## src/rtl/ascr_ram.sv

```systemverilog
module ascr_ram #(
  parameter int DEPTH = 16,
  parameter int WIDTH = 8,
  parameter int AW    = $clog2(DEPTH)
) (
  input  logic             clk,
  input  logic             we,
  input  logic [AW-1:0]    waddr,
  input  logic [WIDTH-1:0] wdata,
  input  logic             re,
  input  logic [AW-1:0]    raddr,
  output logic [WIDTH-1:0] rdata
);

  logic [WIDTH-1:0] mem [DEPTH];

  always_ff @(posedge clk) begin
    if (we) mem[waddr] <= wdata;
  end

  always_ff @(posedge clk) begin
    if (re) rdata <= mem[raddr];
  end

endmodule

```

## config.mk

```make
export PLATFORM = sky130hd
export DESIGN_NAME = ascr_ram
export DESIGN_NICKNAME = d
export VERILOG_FILES = /design/src/rtl/ascr_ram.sv
export SDC_FILE = /design/constraint.sdc
export NUM_CORES = 1
export LEC_CHECK = 0
export ABC_AREA = 1
export BUFFER_PORTS_ARGS = -buffer_cell sky130_fd_sc_hd__buf_2
export CAP_MARGIN = 20
export CORE_MARGIN = 4
export CORE_UTILIZATION = 50
export CTS_BUF_LIST = sky130_fd_sc_hd__clkbuf_8
export CTS_CLUSTER_DIAMETER = 80
export CTS_CLUSTER_SIZE = 28
export DETAILED_ROUTE_END_ITERATION = 6
export GPL_ROUTABILITY_DRIVEN = 0
export PLACE_DENSITY = 0.74
export SYNTH_ARGS = -nofsm -noshare
export SYNTH_HDL_FRONTEND = slang
export SYNTH_SLANG_ARGS = --single-unit
```

## constraint.sdc

```tcl
create_clock -name clk -period 2.35 [get_ports clk]
set_input_delay 0.235 -clock clk [delete_from_list [all_inputs] [get_ports clk]]
set_output_delay 0.235 -clock clk [all_outputs]
set_load 0.1 [all_outputs]
```

==> results of run 1 <==
-- power groups by stage --
| stage | Sequential [uW] | Clock (uW) | Combinational (uW) |
|---|---|---|---|
| global placement | 2800 | 0 | 392 |
| detailed placement | 2800 | 0 | 397 |
| global route | 2750 | 1760 | 435 |
| floorplan | 2880 | 0 | 192 |
| CTS | 2750 | 1640 | 398 |
| finish | 2750 | 1620 | 398 |
-- cells in the mapped netlist --
master / number
nand2_1: 173
edfxtp_1: 136
inv_1: 100
nand3_1: 97
nor2_1: 17
buf_2: 13
buf_6: 6
buf_4: 4
inv_2: 2
nand3b_1: 2
buf_1: 1
-- flip-flops by register name, indices dropped and copies added, names as in the netlist --
register / cells
rdata: 8
mem: 128
-- cell usage in the layout, fill, tap and decap left out --
| cell | n |
|---|---|
| clkinv_1 | 2 |
| inv_2 | 2 |
| buf_4 | 1 |
| nand3_1 | 97 |
| clkinvlp_4 | 3 |
| bufinv_16 | 1 |
| buf_2 | 26 |
| nor2_1 | 17 |
| inv_1 | 102 |
| clkinv_2 | 5 |
| nand3b_1 | 2 |
| buf_12 | 1 |
| edfxtp_1 | 136 |
| nand2_1 | 173 |
| clkbuf_8 | 17 |
-- through the flow --
| step | instances | setup WS [ps] |
|---|---|---|
| floorplan | 551 | 1160 |
| finish | 728 | 847 |
| detailed placement | 698 | 464 |
| global route | 728 | 776 |
| CTS | 728 | 846 |
| global placement | 698 | 499 |
-- metal layers --
metal / routed length, um / up-vias / global-route usage
met2: 6450 / 169 / 0.336
met4: 310 / 0 / 0.0781
met3: 920 / 24 / 0.0472
met1: 5700 / 1860 / 0.294
li1: - / 1822 / -
met5: 0 / - / 0
-- path summary, 6_finish.rpt --
path | to | slack (ps)
worst min register to register | rdata[2] | 780
worst max-delay path | rdata[0] | 850
worst max register to register | rdata[2] | 1200
worst min-delay path | rdata[2] | 170
-- cells by family (layout without fill, tap and decap cells) --
group | after synthesis | count (layout)
simple gates | 289 | 289
flops | 136 | 136
buf+inv | 126 | 160
-- final cells by class --
cell class              count  area share
flip-flops and latches    136       0.644
clock buffers              17      0.0369
clock inverters            13      0.0146
repair buffers             28      0.0249
multi-input cells         289       0.191
well taps                 143      0.0282
inverters                 102      0.0604
==> results.env, run 1 <==
RUN_STATUS='finished, final reports clean'
RR_STARTPOINT='mem[1][2]'
SETUP_VIOLATIONS=0
PLACEMENTROWS=39
MAX-CAP-VIOLATIONS=0
CP.ARRIVAL_PS=1270
SHARE_OF_THE_YOSYS_CHIP_AREA_BELONGING_TO_REGISTERS=0.698
SYNTH_ADDER_AREA_SHARE=0
TIMING.FMAX_GHz=0.665
NUMBER_OF_HOLD_VIOLATIONS_IN_THE_FINAL_REPORT=0
CLOCK_TREE_FROM_TRITONCTS='yes'
MAX_STAGE_DELAY_ON_CRIT_PATH_PS=450
TIMING.HOLD.WS_PS=169
CTS_SETUP_BUFFERS=0
CRITPATHTOPFAMILY='buffers and inverters'
CELLPOWERDENSITY_nW_PER_UM2=752
PORTBUFFERS=26
RSZ0062_AT_GRT='false'
CRITICAL_PATH.SLOWEST_CELL='buf_2'
POST-SYNTH-TOP-AREA-FRACTION=0.698
FLOORPLAN.DIE_AREA_UM2=13500
CRIT_FANOUT=1
FINAL-SEQ-AREA_UM2=4080
SHARE_COMB_OF_TOTAL_POWER=0.083
CLKTRANSATPATHREGS_PS=80
YOSYS_REGISTER_BITS=136
DP_HPWL_UM=8710
YOSYS_SYNTHESIS_WARNING_COUNT=0
GRT_USAGE=0.213
FLOORPLAN.IO_PINS=27
CLOCK_POWER_SHARE=0.340
CTS_SINKS=136
WORST_IR_DROP_VDD_uV=464
CRIT_BUF_INV=1
GRT_ANTENNA_BEFORE_REPAIR=0
SLEW_VIOL_FINAL=0
HOLD_PATH_DEPTH=1
GRT_PASS1_VIAS=3816
POST-ROUTE-PERIOD-UTIL=0.640
COMBINATIONAL_FAMILY_WITH_THE_MOST_AREA_AFTER_SYNTHESIS='simple AND/OR/NAND/NOR gates'
SWITCHING_SHARE=0.243
CLOCKROOTBUFFER='clkbuf_8'
DIE_H_UM=116
AREA_OF_THE_MULTI_INPUT_GATES_UM2=1210
INITIALDRTVIOLATIONCOUNT=374
SETUP-TNS-FINAL_PS=0
TIMING.CRITICAL_PATH.FROM='rdata[0]'
ANT_DIODES=0
CLOCK_INSERTION_DELAY_AT_THE_LATER_PIN_OF_THE_SKEW_REPORT_PS=440
STATIC_LEAK_uW=0.00271
SEQ_POWER_SHARE=0.576
START_KIND='flip-flop'
SYNTH.MUX.AREA_FRACTION=0
INTPOWER_uW=3610
VIA_COUNT=3875
DIE_WIDTH_UM=116
START_UTIL=0.512
FLOW.AREA_GROWTH_FROM_SYNTHESIS_PCT=8.50
SYNTHESIZED_AREA_PER_CELL_UM2=10.6
DETAILED_ROUTE_VIAS_PER_INSTANCE=5.32
CTS.HOLD.BUFFERS_ADDED=0
TIMING.CRITICAL_PATH.DEPTH=1
P_SWITCHING_uW=1160
SYNTHESIS.INSTANCES=551
CRITPATHREQUIREDTIME_PS=2120
SYNTH_COMPOUND_GATE_AREA_SHARE=0
DRIVE_ABOVE_1_SHARE=0.0957
DRC=0
MAX-CLOCK-PATH-BUFFERS=2
HP-CLASS='input pin to flip-flop'
POST-SYNTH-TOP-AREA-CELL='edfxtp_1'
POST_SYNTH_NUM_CELL_TYPES=11
FINAL.MIN_CLOCK_PERIOD_PS=1500
NETLIST_AREA_UM2=5850
GRT_FIRST_PASS_WIRELENGTH_UM=20900
FIN_TOTAL_PWR_uW=4770
YOSYS.AREA_SHARE.XOR_XNOR=0
DRTPASS1ITERATIONS=6
POST-ROUTE-CELL-AREA_UM2=6340
DPL_CELL_AREA_UM2=6020
CRITICAL_PATH.CELL_CHAIN='buf_2'
TIGHTEST_SLEW_PS=807
CTS_BUFFERS=17
FIN_SKEW_PS=11.1
CRITICAL_PATH.ENDPOINT_TYPE='primary output'
NNETSFINAL=593
OVERALL_OVERFLOW_REMAINING_AFTER_GLOBAL_ROUTE=0
MIN_FROM='re'
TIMING.SLEW.HEADROOM=0.460
SYN-NUM-NETS=570
GRT_START_MAX_NET_PINS=65
POSTLAYOUTCOREUTIL=0.556
DETAIL-ROUTE-ANTENNA-NETS=0
SYNTH_SIMPLE_GATE_AREA_SHARE=0.208
CTSHTREEMAXLEVEL=4
ROUTED_WL_PER_CELL_UM=18.4
FINALWIRELENGTH_UM=13400
SYNTH.AREA.TOP_CELLS='edfxtp_1, nand2_1, nand3_1'
CORE_UM2=11400
FILLCELL_TOTAL=1000
CRITICALPATHCATEGORY='flip-flop to primary output'
CTSRESIZECOUNT=0
REG2REGPATHDEPTH=6
Power figures use the tool's default switching activity.
==> run 2, diff against run 1 <==
- PLACE_DENSITY: 0.74 -> 0.77
- clock period: 2.35 -> 1.3 ns (I/O delays scaled with it)
==> run 2 against run 1 <==
Sequential power grew 81%. Hold slack worse by 110 ps. Design area up 6.0%. Global-route usage fell by 1.1 points. Sequential share of layout area down 3.6 points. Die area did not move. Flip-flop and latch count did not move. Highest routed layer unchanged.
==> results.env, run 2 (same netlist as run 1, synthesis figures left out) <==
RSZ0062_AT_GRT='false'
TIMING.SLEW.HEADROOM=0.599
FILLCELL_TOTAL=938
FIN_SKEW_PS=14.0
FINALWIRELENGTH_UM=12800
CTSHTREEMAXLEVEL=4
GRT_START_MAX_NET_PINS=34
INITIALDRTVIOLATIONCOUNT=379
CRITPATHTOPFAMILY='flip-flops'
LARGEST_REGISTER_FFS=128
DPL_CELL_AREA_UM2=6300
CTS_SETUP_BUFFERS=0
MOST_COMMON_CELL_AFTER_LAYOUT_FILL_AND_TAPS_ASIDE='nand2_1'
ROUTED_WL_PER_CELL_UM=16.9
INTPOWER_uW=7020
RR_STARTPOINT='mem[7][0]'
TIMING.FMAX_GHz=0.803
OVERALL_OVERFLOW_REMAINING_AFTER_GLOBAL_ROUTE=0
MAX-CLOCK-PATH-BUFFERS=2
GRT_PASS1_VIAS=3885
DETAIL-ROUTE-ANTENNA-NETS=0
DRTPASS1ITERATIONS=5
STATIC_LEAK_uW=0.00291
MAX-CAP-VIOLATIONS=0
NUMBER_OF_HOLD_VIOLATIONS_IN_THE_FINAL_REPORT=0
CLOCK_INSERTION_DELAY_AT_THE_LATER_PIN_OF_THE_SKEW_REPORT_PS=440
DETAILED_ROUTE_VIAS_PER_INSTANCE=5.27
DIE_H_UM=116
CP.ARRIVAL_PS=1120
CLOCKROOTBUFFER='clkbuf_8'
LARGEST_REGISTER='mem'
POST-ROUTE-CELL-AREA_UM2=6720
DRIVE_ABOVE_1_SHARE=0.141
CRITICALPATHCATEGORY='flip-flop to primary output'
CTS_SINKS=136
SLEW_VIOL_FINAL=0
CRITICAL_PATH.ENDPOINT_TYPE='primary output'
HOLD_PATH_DEPTH=1
CRIT_FANOUT=1
CELLPOWERDENSITY_nW_PER_UM2=1370
FLOW.AREA_GROWTH_FROM_SYNTHESIS_PCT=15.0
HP-CLASS='input pin to flip-flop'
GRT_ANTENNA_BEFORE_REPAIR=0
POSTLAYOUTCOREUTIL=0.589
CRIT_BUF_INV=1
POST-ROUTE-PERIOD-UTIL=0.958
BIGGESTREGSBYFLOPS='mem: 128 flops, rdata: 8 flops'
MIN_TO='rdata[4]'
CORE_UM2=11400
GRT_USAGE=0.202
REG2REG_TO='rdata[0]'
FLOORPLAN.DIE_AREA_UM2=13500
NNETSFINAL=621
DP_HPWL_UM=8190
SETUP_VIOLATIONS=0
DRC=0
CLOCK_POWER_SHARE=0.373
SEQ_POWER_SHARE=0.539
MIN_FROM='re'
VIA_COUNT=3991
CRITICAL_PATH.SLOWEST_CELL='edfxtp_1'
SWITCHING_SHARE=0.237
CLOCK_TREE_FROM_TRITONCTS='yes'
CTS_BUFFERS=17
ANT_DIODES=0
P_SWITCHING_uW=2180
CRITICAL_PATH.CELL_CHAIN='buf_6'
TIGHTEST_SLEW_PS=601
START_KIND='flip-flop'
CRITPATHREQUIREDTIME_PS=1170
SHARE_COMB_OF_TOTAL_POWER=0.088
CLKTRANSATPATHREGS_PS=80
PLACEMENTROWS=39
MAX_STAGE_DELAY_ON_CRIT_PATH_PS=460
FF2FF_SETUP_SLACK_PS=130
PORTBUFFERS=26
MOSTFREQUENTLAYOUTCELLS='nand2_1, edfxtp_1, inv_1'
REG2REGPATHDEPTH=6
FLOORPLAN.IO_PINS=27
WORST_IR_DROP_VDD_uV=618
DIE_WIDTH_UM=116
FINAL.MIN_CLOCK_PERIOD_PS=1250
START_UTIL=0.512
GRT_FIRST_PASS_WIRELENGTH_UM=19900
RUN_STATUS='finished, final reports clean'
## run 2: changes by cell type in the layout (fill, tap and decap cells not counted)
cell	delta
clkinv_1	+1
clkinv_2	-1
clkinvlp_4	+1
buf_6	+2
buf_2	-8
buf_4	+28
bufinv_16	+2
buf_12	+6
inv_1	-2
clkinv_4	+1
## run 2: cell type report
cell class	instances	area (um2)	share of cell area
Tap cell	143	179	0.0266
Clock inverter	15	160	0.0238
Clock buffer	17	234	0.0348
Multi-Input combinational cell	289	1210	0.180
Timing Repair Buffer	56	470	0.0700
Inverter	102	383	0.0569
Sequential cell	136	4080	0.607
## run 2: routing by layer
metal | track usage | up-vias | part of all wire
met2 | 0.329 | 190 | 0.50
met1 | 0.260 | 1903 | 0.40
met5 | 0 | - | 0
li1 | - | 1881 | -
met4 | 0.0797 | 0 | 0.015
met3 | 0.0549 | 17 | 0.090
## run 2: through the flow
| step | power (uW) | worst slack, ps | hold slack [ps] | TNS [ps] | cells |
|---|---|---|---|---|---|
| after global routing | 9510 | 5.93 | 21.3 | 0 | 758 |
| final | 9210 | 54.9 | 56.5 | 0 | 758 |
| after floorplan | 5550 | 219 | 229 | 0 | 551 |
| after CTS | 9260 | 9.71 | 27.4 | 0 | 758 |
| after global placement | 5830 | -48.2 | 501 | -148 | 726 |
| after detailed placement | 5850 | -51.5 | 507 | -235 | 726 |
## run 2: power groups by stage
| stage | logic (uW) | clock network, uW | registers (uW) |
|---|---|---|---|
| after detailed placement | 787 | 0 | 5060 |
| after global routing | 869 | 3670 | 4970 |
| after global placement | 771 | 0 | 5060 |
| after CTS | 805 | 3490 | 4970 |
| final | 807 | 3430 | 4970 |
| after floorplan | 346 | 0 | 5210 |
## run 2: repair_timing
action / 4_1_cts / 5_1_grt
setup endpoints to repair: 8 / 1
gates resized for setup: 9 / 1
hold buffers: 0 / 0
## run 2: worst max path at each step
| stage | start | endpoint | cells past startpoint |
|---|---|---|---|
| after CTS | rdata[6] | rdata[6] | 1 |
| after detailed placement | raddr[1] | rdata[0] | 6 |
| after global placement | raddr[1] | rdata[7] | 6 |
| final | rdata[3] | rdata[3] | 1 |
| after floorplan | waddr[2] | mem[10][0] | 2 |
| after global routing | rdata[2] | rdata[2] | 1 |
