--- src/rtl/ascr_pkg.sv ---
package ascr_pkg;

  localparam int MAX_CAPTURE = 131072;
  localparam int SAMPLE_BITS = 24;
  localparam int MIN_LENGTH  = 4;
  localparam int RESET_LENGTH = 4800;

  localparam int ADDR_W  = $clog2(MAX_CAPTURE);
  localparam int COUNT_W = $clog2(MAX_CAPTURE + 1);

  localparam int LEN_REG_W  = 18;
  localparam int THR_REG_W  = 17;
  localparam int RAND_W     = 16;
  localparam int CFG_INDEX_W = 2;
  localparam int CFG_DATA_W  = 18;

  typedef logic [SAMPLE_BITS-1:0] sample_t;
  typedef logic [COUNT_W-1:0]     count_t;
  typedef logic [ADDR_W-1:0]      addr_t;

  typedef enum logic [CFG_INDEX_W-1:0] {
    REG_STUTTER_LENGTH    = 2'd0,
    REG_TRIGGER_THRESHOLD = 2'd1,
    REG_MONO_MODE         = 2'd2
  } reg_index_t;

  // store access for one accepted item
  typedef struct packed {
    logic    we;
    addr_t   waddr;
    sample_t wdata_left;
    sample_t wdata_right;
    logic    re;
    addr_t   raddr;
  } ram_req_t;

  // what the output stage needs besides the store data
  typedef struct packed {
    logic    hit;
    logic    mono;
    sample_t left;
    sample_t right;
  } stage_t;

  function automatic count_t clamp_length(input logic [LEN_REG_W-1:0] len);
    count_t res;
    if (int'(len) > MAX_CAPTURE) res = COUNT_W'(MAX_CAPTURE);
    else if (int'(len) < MIN_LENGTH) res = COUNT_W'(MIN_LENGTH);
    else res = COUNT_W'(len);
    return res;
  endfunction

endpackage

--- src/rtl/ascr_if.sv ---


interface ascr_cfg_if;
  import ascr_pkg::*;
  logic                   valid;
  logic                   ready;
  logic [CFG_INDEX_W-1:0] index;
  logic [CFG_DATA_W-1:0]  data;
  modport source (output valid, index, data, input ready);
  modport sink (input valid, index, data, output ready);
endinterface

--- src/rtl/ascr_ctrl.sv ---
module ascr_ctrl
  import ascr_pkg::*;
(
  input  logic              clk,
  input  logic              rst,
  ascr_cfg_if.sink          cfg,
  input  logic              accept,
  input  sample_t           left_in,
  input  sample_t           right_in,
  input  logic [RAND_W-1:0] rand_value,
  output ram_req_t          ram_req,
  output stage_t            stage
);

  logic [LEN_REG_W-1:0] stutter_length;
  logic [THR_REG_W-1:0] trigger_threshold;
  logic                 mono_mode;

  count_t capture_count, capture_count_next;
  count_t frames_remaining, frames_remaining_next;
  logic   replay_active, replay_active_next;

  count_t               len;
  count_t               count_a;
  count_t               frames_a;
  count_t               offset;
  logic [COUNT_W:0]     sum;
  logic [COUNT_W:0]     idx;
  logic                 store_room;
  logic                 trigger;
  logic                 replay_a;
  sample_t              right_eff;

  assign cfg.ready = !rst;

  always_ff @(posedge clk) begin
    if (rst) begin
      stutter_length    <= LEN_REG_W'(RESET_LENGTH);
      trigger_threshold <= '0;
      mono_mode         <= 1'b0;
    end else if (cfg.valid) begin
      case (reg_index_t'(cfg.index))
        REG_STUTTER_LENGTH:    stutter_length    <= cfg.data[LEN_REG_W-1:0];
        REG_TRIGGER_THRESHOLD: trigger_threshold <= cfg.data[THR_REG_W-1:0];
        REG_MONO_MODE:         mono_mode         <= cfg.data[0];
        default: ;
      endcase
    end
  end

  always_comb begin
    len        = clamp_length(stutter_length);
    right_eff  = mono_mode ? left_in : right_in;
    store_room = int'(capture_count) < MAX_CAPTURE;

    // capture while idle
    count_a = capture_count;
    if (!replay_active && store_room) count_a = capture_count + 1'b1;

    trigger  = !replay_active && ({1'b0, rand_value} < trigger_threshold) && (count_a >= len);
    replay_a = replay_active || trigger;
    frames_a = trigger ? len : frames_remaining;

    // replay index: last len captured frames, walked in order
    offset = (frames_a == '0) ? '0 : len - frames_a;
    sum    = {1'b0, count_a} + {1'b0, offset};
    idx    = sum - {1'b0, len};

    ram_req.we          = accept && !replay_active && store_room;
    ram_req.waddr       = capture_count[ADDR_W-1:0];
    ram_req.wdata_left  = left_in;
    ram_req.wdata_right = right_eff;

    stage.hit   = replay_a && (frames_a <= len) && (sum >= {1'b0, len});
    stage.mono  = mono_mode;
    stage.left  = left_in;
    stage.right = right_eff;

    ram_req.re    = accept && stage.hit;
    ram_req.raddr = idx[ADDR_W-1:0];

    capture_count_next    = count_a;
    frames_remaining_next = frames_a;
    replay_active_next    = replay_a;
    if (replay_a) begin
      if (frames_a <= count_t'(1)) begin
        frames_remaining_next = '0;
        replay_active_next    = 1'b0;
        capture_count_next    = '0;
      end else begin
        frames_remaining_next = frames_a - 1'b1;
      end
    end
  end

  always_ff @(posedge clk) begin
    if (rst) begin
      capture_count    <= '0;
      frames_remaining <= '0;
      replay_active    <= 1'b0;
    end else if (accept) begin
      capture_count    <= capture_count_next;
      frames_remaining <= frames_remaining_next;
      replay_active    <= replay_active_next;
    end
  end

endmodule

--- src/flat_wrapper.sv ---
// flat-port wrapper written by rule: the top's interface ports become plain ports
module ascr_ctrl_flat import ascr_pkg::*;
  (clk, rst, accept, left_in, right_in, rand_value, ram_req, stage, cfg_valid, cfg_index, cfg_data, cfg_ready);
  ascr_cfg_if cfg_i ();
  input  logic clk;
  input  logic rst;
  input  logic accept;
  input  sample_t left_in;
  input  sample_t right_in;
  input  logic [RAND_W-1:0] rand_value;
  output ram_req_t ram_req;
  output stage_t stage;
  input wire logic [$bits(cfg_i.valid)-1:0] cfg_valid;
  input wire logic [$bits(cfg_i.index)-1:0] cfg_index;
  input wire logic [$bits(cfg_i.data)-1:0] cfg_data;
  output wire logic [$bits(cfg_i.ready)-1:0] cfg_ready;
  assign cfg_i.valid = cfg_valid;
  assign cfg_i.index = cfg_index;
  assign cfg_i.data = cfg_data;
  assign cfg_ready = cfg_i.ready;
  ascr_ctrl u_core (.clk(clk), .rst(rst), .cfg(cfg_i), .accept(accept), .left_in(left_in), .right_in(right_in), .rand_value(rand_value), .ram_req(ram_req), .stage(stage));
endmodule
--- config.mk ---
export PLATFORM = sky130hd
export DESIGN_NAME = ascr_ctrl_flat
export DESIGN_NICKNAME = d
export VERILOG_FILES = /design/src/rtl/ascr_pkg.sv /design/src/rtl/ascr_if.sv /design/src/rtl/ascr_ctrl.sv /design/src/flat_wrapper.sv
export SDC_FILE = /design/constraint.sdc
export NUM_CORES = 1
export LEC_CHECK = 0
export ABC_AREA = 1
export BUFFER_PORTS_ARGS = -buffer_cell sky130_fd_sc_hd__buf_4
export CAP_MARGIN = 40
export CORE_MARGIN = 10
export CORE_UTILIZATION = 28
export CTS_BUF_LIST = sky130_fd_sc_hd__clkbuf_8
export DETAILED_ROUTE_END_ITERATION = 8
export GPL_TIMING_DRIVEN = 0
export PLACE_DENSITY_LB_ADDON = 0.15
export SYNTH_ARGS = -nofsm -noshare
export SYNTH_HDL_FRONTEND = slang
export SYNTH_SLANG_ARGS = --single-unit
export TNS_END_PERCENT = 5
--- constraint.sdc ---
create_clock -name clk -period 7.6 [get_ports clk]
set_input_delay 1.52 -clock clk [delete_from_list [all_inputs] [get_ports clk]]
set_output_delay 1.52 -clock clk [all_outputs]
set_load 0.005 [all_outputs]
==> impl_metrics.yaml, run 1 <==
hold_path:
  hold_path.class: "register to register"
  worstHoldPathCells: 2
route:
  first_iter_violations: 421
  drc: 0
  ant_nets: 0
  first_pass_iters: 4
  via_per_inst: 4.563
  wl_per_cell_um: 15.84
  wl_um: 31280
  vias: 9007
status:
  violations: "setup timing"
  outcome: "finished, violations left"
synthesis:
  netlist_area_um2: 8289
  yosysUniqueCellTypes: 42
  synth_edf_count: 0
  synth_top_family_by_area: "simple AND/OR/NAND/NOR gates"
  synthMuxAreaShare_pct: 3.260
  synth-adder-area-share_pct: 14.76
  syn-num-nets: 1442
  synthXorXnorAreaFrac_pct: 6.657
  synth-compound-area-share_pct: 13.55
  ys_async_sr_fraction_pct: 0
  avgSynthCellArea_um2: 6.589
  yosys.area_share.simple_pct: 27.08
  yosysSeqAreaShare_pct: 17.63
  synthFlopType: "dfxtp_1"
  yosysWarnings: 0
  postSynthCellCount: 1258
  ys_seq_elements: 73
global_route:
  antenna_found_initial: 0
  grt-ovfl-total: 0
  grt_pass1_vias: 8947
  grt_max_degree: 14
  grt_first_pass_wirelength_um: 47480
  grtUsageTotal_pct: 16.16
cts:
  tritoncts: "built"
  clk_latency_ns: 0.39
  h-tree-depth: 3
  cts_buffers: 9
  cts_root_buf: "clkbuf_8"
  clock-sinks: 73
  cts_buffer_depth: 2
  clk_pin_slew_ns: 0.10
timing:
  max_freq_mhz: 109.8
  slew_headroom_pct: 47.09
  finalSetupViolCount: 16
  finalHoldViolations: 0
  finalCritPeriodShare_pct: 119.8
  rsz0062_at_grt: "true"
  fin_crit_ns: 9.107
  final_max_slew_viol_count: 0
  setup_ws_ns: -1.507
  tightest_slew_ns: 0.7936
  skew_ns: 0.02327
worst_setup_path:
  path_common_cell: "buf_4"
  critPathLaunchType: "register"
  critPathArrivalTime_ns: 7.59
  rr_worst_depth: 31
  cp_max_fo: 7
  critical_path_class: "register to output port"
  path_buf_inv: 21
  max_stage_delay_ns: 0.39
  cp-end-kind: "output port"
  required_ns: 6.08
  critPathTopFamily: "simple AND/OR/NAND/NOR gates"
  cp.depth: 51
  crit_path_top_delay_cell: "dfxtp_4"
cells_and_area:
  instances_no_fill: 1974
  n_antenna_cell: 0
  drive_above_1_share_pct: 40.38
  final_nets: 1769
  final_area_um2: 12350
  area.growth.synth_to_final_pct: 49.03
die:
  die_area_um2: 36890
  die_width_um: 192.1
  num_io_pins: 223
  initial_core_util_pct: 28.65
  row_count: 62
  core_area_um2: 28940
  die_h_um: 192.1
place:
  post_dp_cell_area_um2: 10510
  port_buffers: 221
  gp_congestion: 0.8666
  dp_hpwl_um: 25300
  dp.cells: 1863
pwr:
  powerDensity_nw_per_um2: 128.0
  leakagePower_uw: 0.006122
  vdd_drop_max_v: 0.00006614
  power_uw: 1581
job:
  maxCapViolations: 0
## path summary, 6_finish.rpt
check	startpoint	end	slack (ns)
min	u_core.trigger_threshold[16]	u_core.trigger_threshold[16]	0.47
min reg2reg	u_core.trigger_threshold[16]	u_core.trigger_threshold[16]	0.47
max	u_core.capture_count[17]	ram_req[17]	-1.51
max reg2reg	u_core.capture_count[17]	u_core.capture_count[2]	3.07
## where the power goes
part | total [µW] | internal [µW] | switching [µW] | leakage, µW
combinational | 811 | 398 | 413 | 0.00541
sequential | 401 | 393 | 7.72 | 0.000598
clock | 369 | 185 | 184 | 0.000111
total | 1580 | 977 | 604 | 0.00612
## per-layer routing
metal | track usage, % | vias to the layer above | part of all wire (%)
met3 | 3.790 | 20 | 5.3
li1 | - | 4667 | -
met4 | 2.594 | 0 | 0.88
met1 | 20.28 | 4129 | 44
met5 | 0 | - | 0
met2 | 27.89 | 191 | 50
## cells in the mapped netlist, drive strengths merged (3+ instances only)
| library cell | count | share of area (%) |
|---|---|---|
| fa | 3 | 0.72 |
| dfxtp | 73 | 18 |
| clkbuf | 22 | 1.0 |
| o21bai | 5 | 0.45 |
| a31oi | 6 | 0.45 |
| xor2 | 39 | 4.1 |
| nand2 | 297 | 14 |
| a21boi | 6 | 0.54 |
| buf | 100 | 9.2 |
| a21oi | 115 | 6.9 |
| ha | 93 | 14 |
| o211ai | 4 | 0.36 |
| nand4 | 12 | 0.91 |
| nor3 | 13 | 0.98 |
| a21o | 3 | 0.27 |
| xnor2 | 24 | 2.5 |
| o21ai | 67 | 4.0 |
| inv | 152 | 6.9 |
| nor2 | 117 | 5.9 |
| nor4 | 4 | 0.30 |
| mux2 | 24 | 3.3 |
| nand3 | 71 | 4.6 |
## worst min-delay path, stage by stage, from the launching register on
cell and delay [ns]:
dfxtp_1 0.31, inv_2 0.06, a21oi_1 0.05
## layout make-up
class	count	area (µm²)
multi-input combinational	911	6246
tap	384	480.5
clock buffer	9	123.9
clock inverter	7	93.84
fill	3056	16580
inverter	152	573.1
buffer	122	873.3
timing repair buffer	316	2482
sequential	73	1480
## timing repair
action / in CTS / in global routing
pin swaps: 73 / 68
setup buffers: 78 / 17
resized for setup: 131 / 69
cloned: 1 / 0
endpoints found under the setup margin: 19 / 18
hold buffers: 0 / 0
## registers in the layout, summed over array words and instances (netlist names)
signal and count:
u_core.frames_remaining 18, u_core.capture_count 18, u_core.mono_mode 1, u_core.replay_active 1
u_core.trigger_threshold 17, u_core.stutter_length 18
## layout by cell type (no fill, tap or decap), types with 4 or more instances in the layout
master / n
buf_12: 7
o21ai_2: 14
dfxtp_1: 66
o21ai_0: 46
clkbuf_8: 9
xor2_1: 36
mux2_2: 24
xnor2_1: 24
o211ai_1: 4
nand3_1: 56
a21oi_1: 101
ha_1: 76
inv_1: 141
nand2_4: 14
ha_4: 15
nand3_2: 11
a21boi_2: 6
dfxtp_4: 4
clkbuf_1: 22
nand2_1: 243
nand2_2: 39
nor2_1: 90
o21ai_1: 5
buf_6: 8
nor2_2: 11
a31oi_1: 4
nand3_4: 4
nand4_1: 12
nor2_4: 16
nor3_1: 8
a21oi_2: 11
buf_4: 397
inv_2: 11
## per-stage QoR
step | utilization [%] | setup WS, ns | hold slack (ns) | TNS (ns)
detailed placement | 36.31 | -2.714 | 0.4429 | -25.88
finish | 42.69 | -1.507 | 0.4654 | -13.38
CTS | 41.14 | -1.498 | 0.4620 | -14.61
floorplan | - | -0.1943 | 0.4237 | -0.3528
global route | 42.69 | -1.893 | 0.4859 | -20.18
global placement | 36.31 | -2.691 | 0.4428 | -25.08
## logic make-up (layout without fill, tap and decap cells)
| group | after synthesis | after routing |
|---|---|---|
| XOR/XNOR | 63 | 63 |
| flip-flops | 73 | 73 |
| AO/OA/AOI/OAI | 211 | 211 |
| buffers and inverters | 274 | 606 |
| adder cells (fa/ha/maj) | 96 | 96 |
| AND/OR/NAND/NOR | 517 | 517 |
| multiplexers | 24 | 24 |
Power figures use the tool's default switching activity.
==> run 2, diff against run 1 <==
GPL_TIMING_DRIVEN = unset   (was 0)
==> impl_metrics.yaml, run 2 (synthesized netlist as in run 1, its figures left out) <==
route:
  wl_um: 31890
  first_pass_iters: 5
  first_iter_violations: 412
  wl_per_cell_um: 15.45
  via_per_inst: 4.451
  ant_nets: 0
  drc: 0
  vias: 9186
worst_setup_path:
  r2r-end: "u_core.capture_count[1]"
  critical_path_class: "register to output port"
  path_buf_inv: 19
  critPathArrivalTime_ns: 7.33
  rrSetupSlack_ns: 3.12
  crit_path_top_delay_cell: "dfxtp_4"
  critPathLaunchType: "register"
  max_stage_delay_ns: 0.39
  cp_max_fo: 10
  cp-end-kind: "output port"
  required_ns: 6.08
  r2r-start: "u_core.capture_count[1]"
  critPathTopFamily: "simple AND/OR/NAND/NOR gates"
  crit_start: "u_core.capture_count[1]"
  path_common_cell: "buf_4"
  cp.depth: 51
  rr_worst_depth: 27
timing:
  tightest_slew_ns: 0.6416
  max_freq_mhz: 113.0
  skew_ns: 0.02109
  finalCritPeriodShare_pct: 116.5
  finalHoldViolations: 0
  rsz0062_at_grt: "true"
  final_max_slew_viol_count: 0
  slew_headroom_pct: 57.18
  fin_crit_ns: 8.850
  finalSetupViolCount: 14
  setup_ws_ns: -1.250
cts:
  cts_buffer_depth: 2
  tritoncts: "built"
  ctsHoldBuffers: 0
  cts_buffers: 9
  cts_root_buf: "clkbuf_8"
  clk_pin_slew_ns: 0.10
  clock-sinks: 73
  clk_latency_ns: 0.39
  h-tree-depth: 3
pwr:
  vdd_drop_max_v: 0.00009098
  power_uw: 1638
  leakagePower_uw: 0.006533
  powerDensity_nw_per_um2: 128.3
die:
  row_count: 62
  initial_core_util_pct: 28.65
  die_h_um: 192.1
  core_area_um2: 28940
  num_io_pins: 223
  die_width_um: 192.1
  die_area_um2: 36890
status:
  violations: "setup timing"
  outcome: "finished, violations left"
hold_path:
  hp-start: "u_core.trigger_threshold[15]"
  worstHoldPathCells: 2
  hold_path.class: "register to register"
  hold_end: "u_core.trigger_threshold[15]"
global_route:
  grt-ovfl-total: 0
  grt_first_pass_wirelength_um: 49050
  grtUsageTotal_pct: 16.62
  grt_max_degree: 36
  antenna_found_initial: 0
  grt_pass1_vias: 9350
cells_and_area:
  final_area_um2: 12760
  num-fill-cells: 2999
  most-common-layout-cells: "521 x buf_4, 266 x nand2_1, 143 x inv_1, 104 x a21oi_1, 95 x nor2_1"
  layout.area.seq_um2: 1473
  final_common_cell: "buf_4"
  reg.largest.list: "u_core.capture_count x18, u_core.frames_remaining x18, u_core.stutter_length x18"
  area.growth.synth_to_final_pct: 53.98
  multi_input_area_um2: 6003
  final_nets: 1859
  n_antenna_cell: 0
  drive_above_1_share_pct: 41.96
job:
  maxCapViolations: 0
place:
  gp_congestion: 0.8633
  post_dp_cell_area_um2: 11690
  dp_hpwl_um: 26480
  port_buffers: 222
[run 2: worst max-delay path by stage]
stage | end | slack [ns]
global placement | ram_req[17] | -0.99
floorplan | ram_req[17] | -0.19
finish | ram_req[17] | -1.25
detailed placement | ram_req[17] | -1.29
global route | ram_req[17] | -1.69
CTS | ram_req[17] | -1.29
[run 2: report_power, final]
part | internal, µW | switching (µW)
Sequential | 394 | 6.84
Clock | 158 | 196
Combinational | 468 | 414
Total | 1020 | 617
[run 2: worst min-delay path: cells and delay by family (launching register included)]
family | cells | cell delay, ns
buf+inv | 1 | 0.06
compound gates | 1 | 0.05
flops | 1 | 0.30
[run 2: per-layer routing]
metal / part of all wire, % / GRT usage (%) / routed length (µm) / vias to the layer above
li1: - / - / - / 4846
met1: 45 / 21.08 / 14420 / 4155
met2: 49 / 29.09 / 15790 / 167
met3: 4.5 / 3.301 / 1451 / 18
met4: 0.74 / 2.147 / 236 / 0
met5: 0 / 0 / 0 / -
[run 2: cell type report]
type                            instances  area share [%]
Inverter                              152           4.470
Clock inverter                          7          0.6372
Tap cell                              384           3.764
Clock buffer                            9          0.9705
Timing Repair Buffer                  527           31.59
Sequential cell                        73           11.54
Multi-Input combinational cell        912           47.03
[run 2: what timing repair did]
item,CTS,global route
gates cloned,2,0
endpoints found under the hold margin,0,0
gates resized for setup,68,45
pin swaps,36,38
buffers inserted,32,8
endpoints found under the setup margin,17,18
[run 2: per-stage QoR]
| stage | worst slack (ns) | utilization (%) | std cells | setup TNS (ns) | hold slack [ns] |
|---|---|---|---|---|---|
| 2_1_floorplan | -0.1943 | - | 1258 | -0.3528 | 0.4237 |
| 6_report | -1.250 | 44.11 | 2064 | -9.307 | 0.4570 |
| 3_3_place_gp | -0.9858 | 40.20 | 2004 | -7.034 | 0.4422 |
| 5_1_grt | -1.691 | 44.11 | 2064 | -16.54 | 0.4803 |
| 3_5_place_dp | -1.285 | 40.39 | 2006 | -9.048 | 0.4490 |
| 4_1_cts | -1.291 | 43.09 | 2056 | -10.55 | 0.4624 |
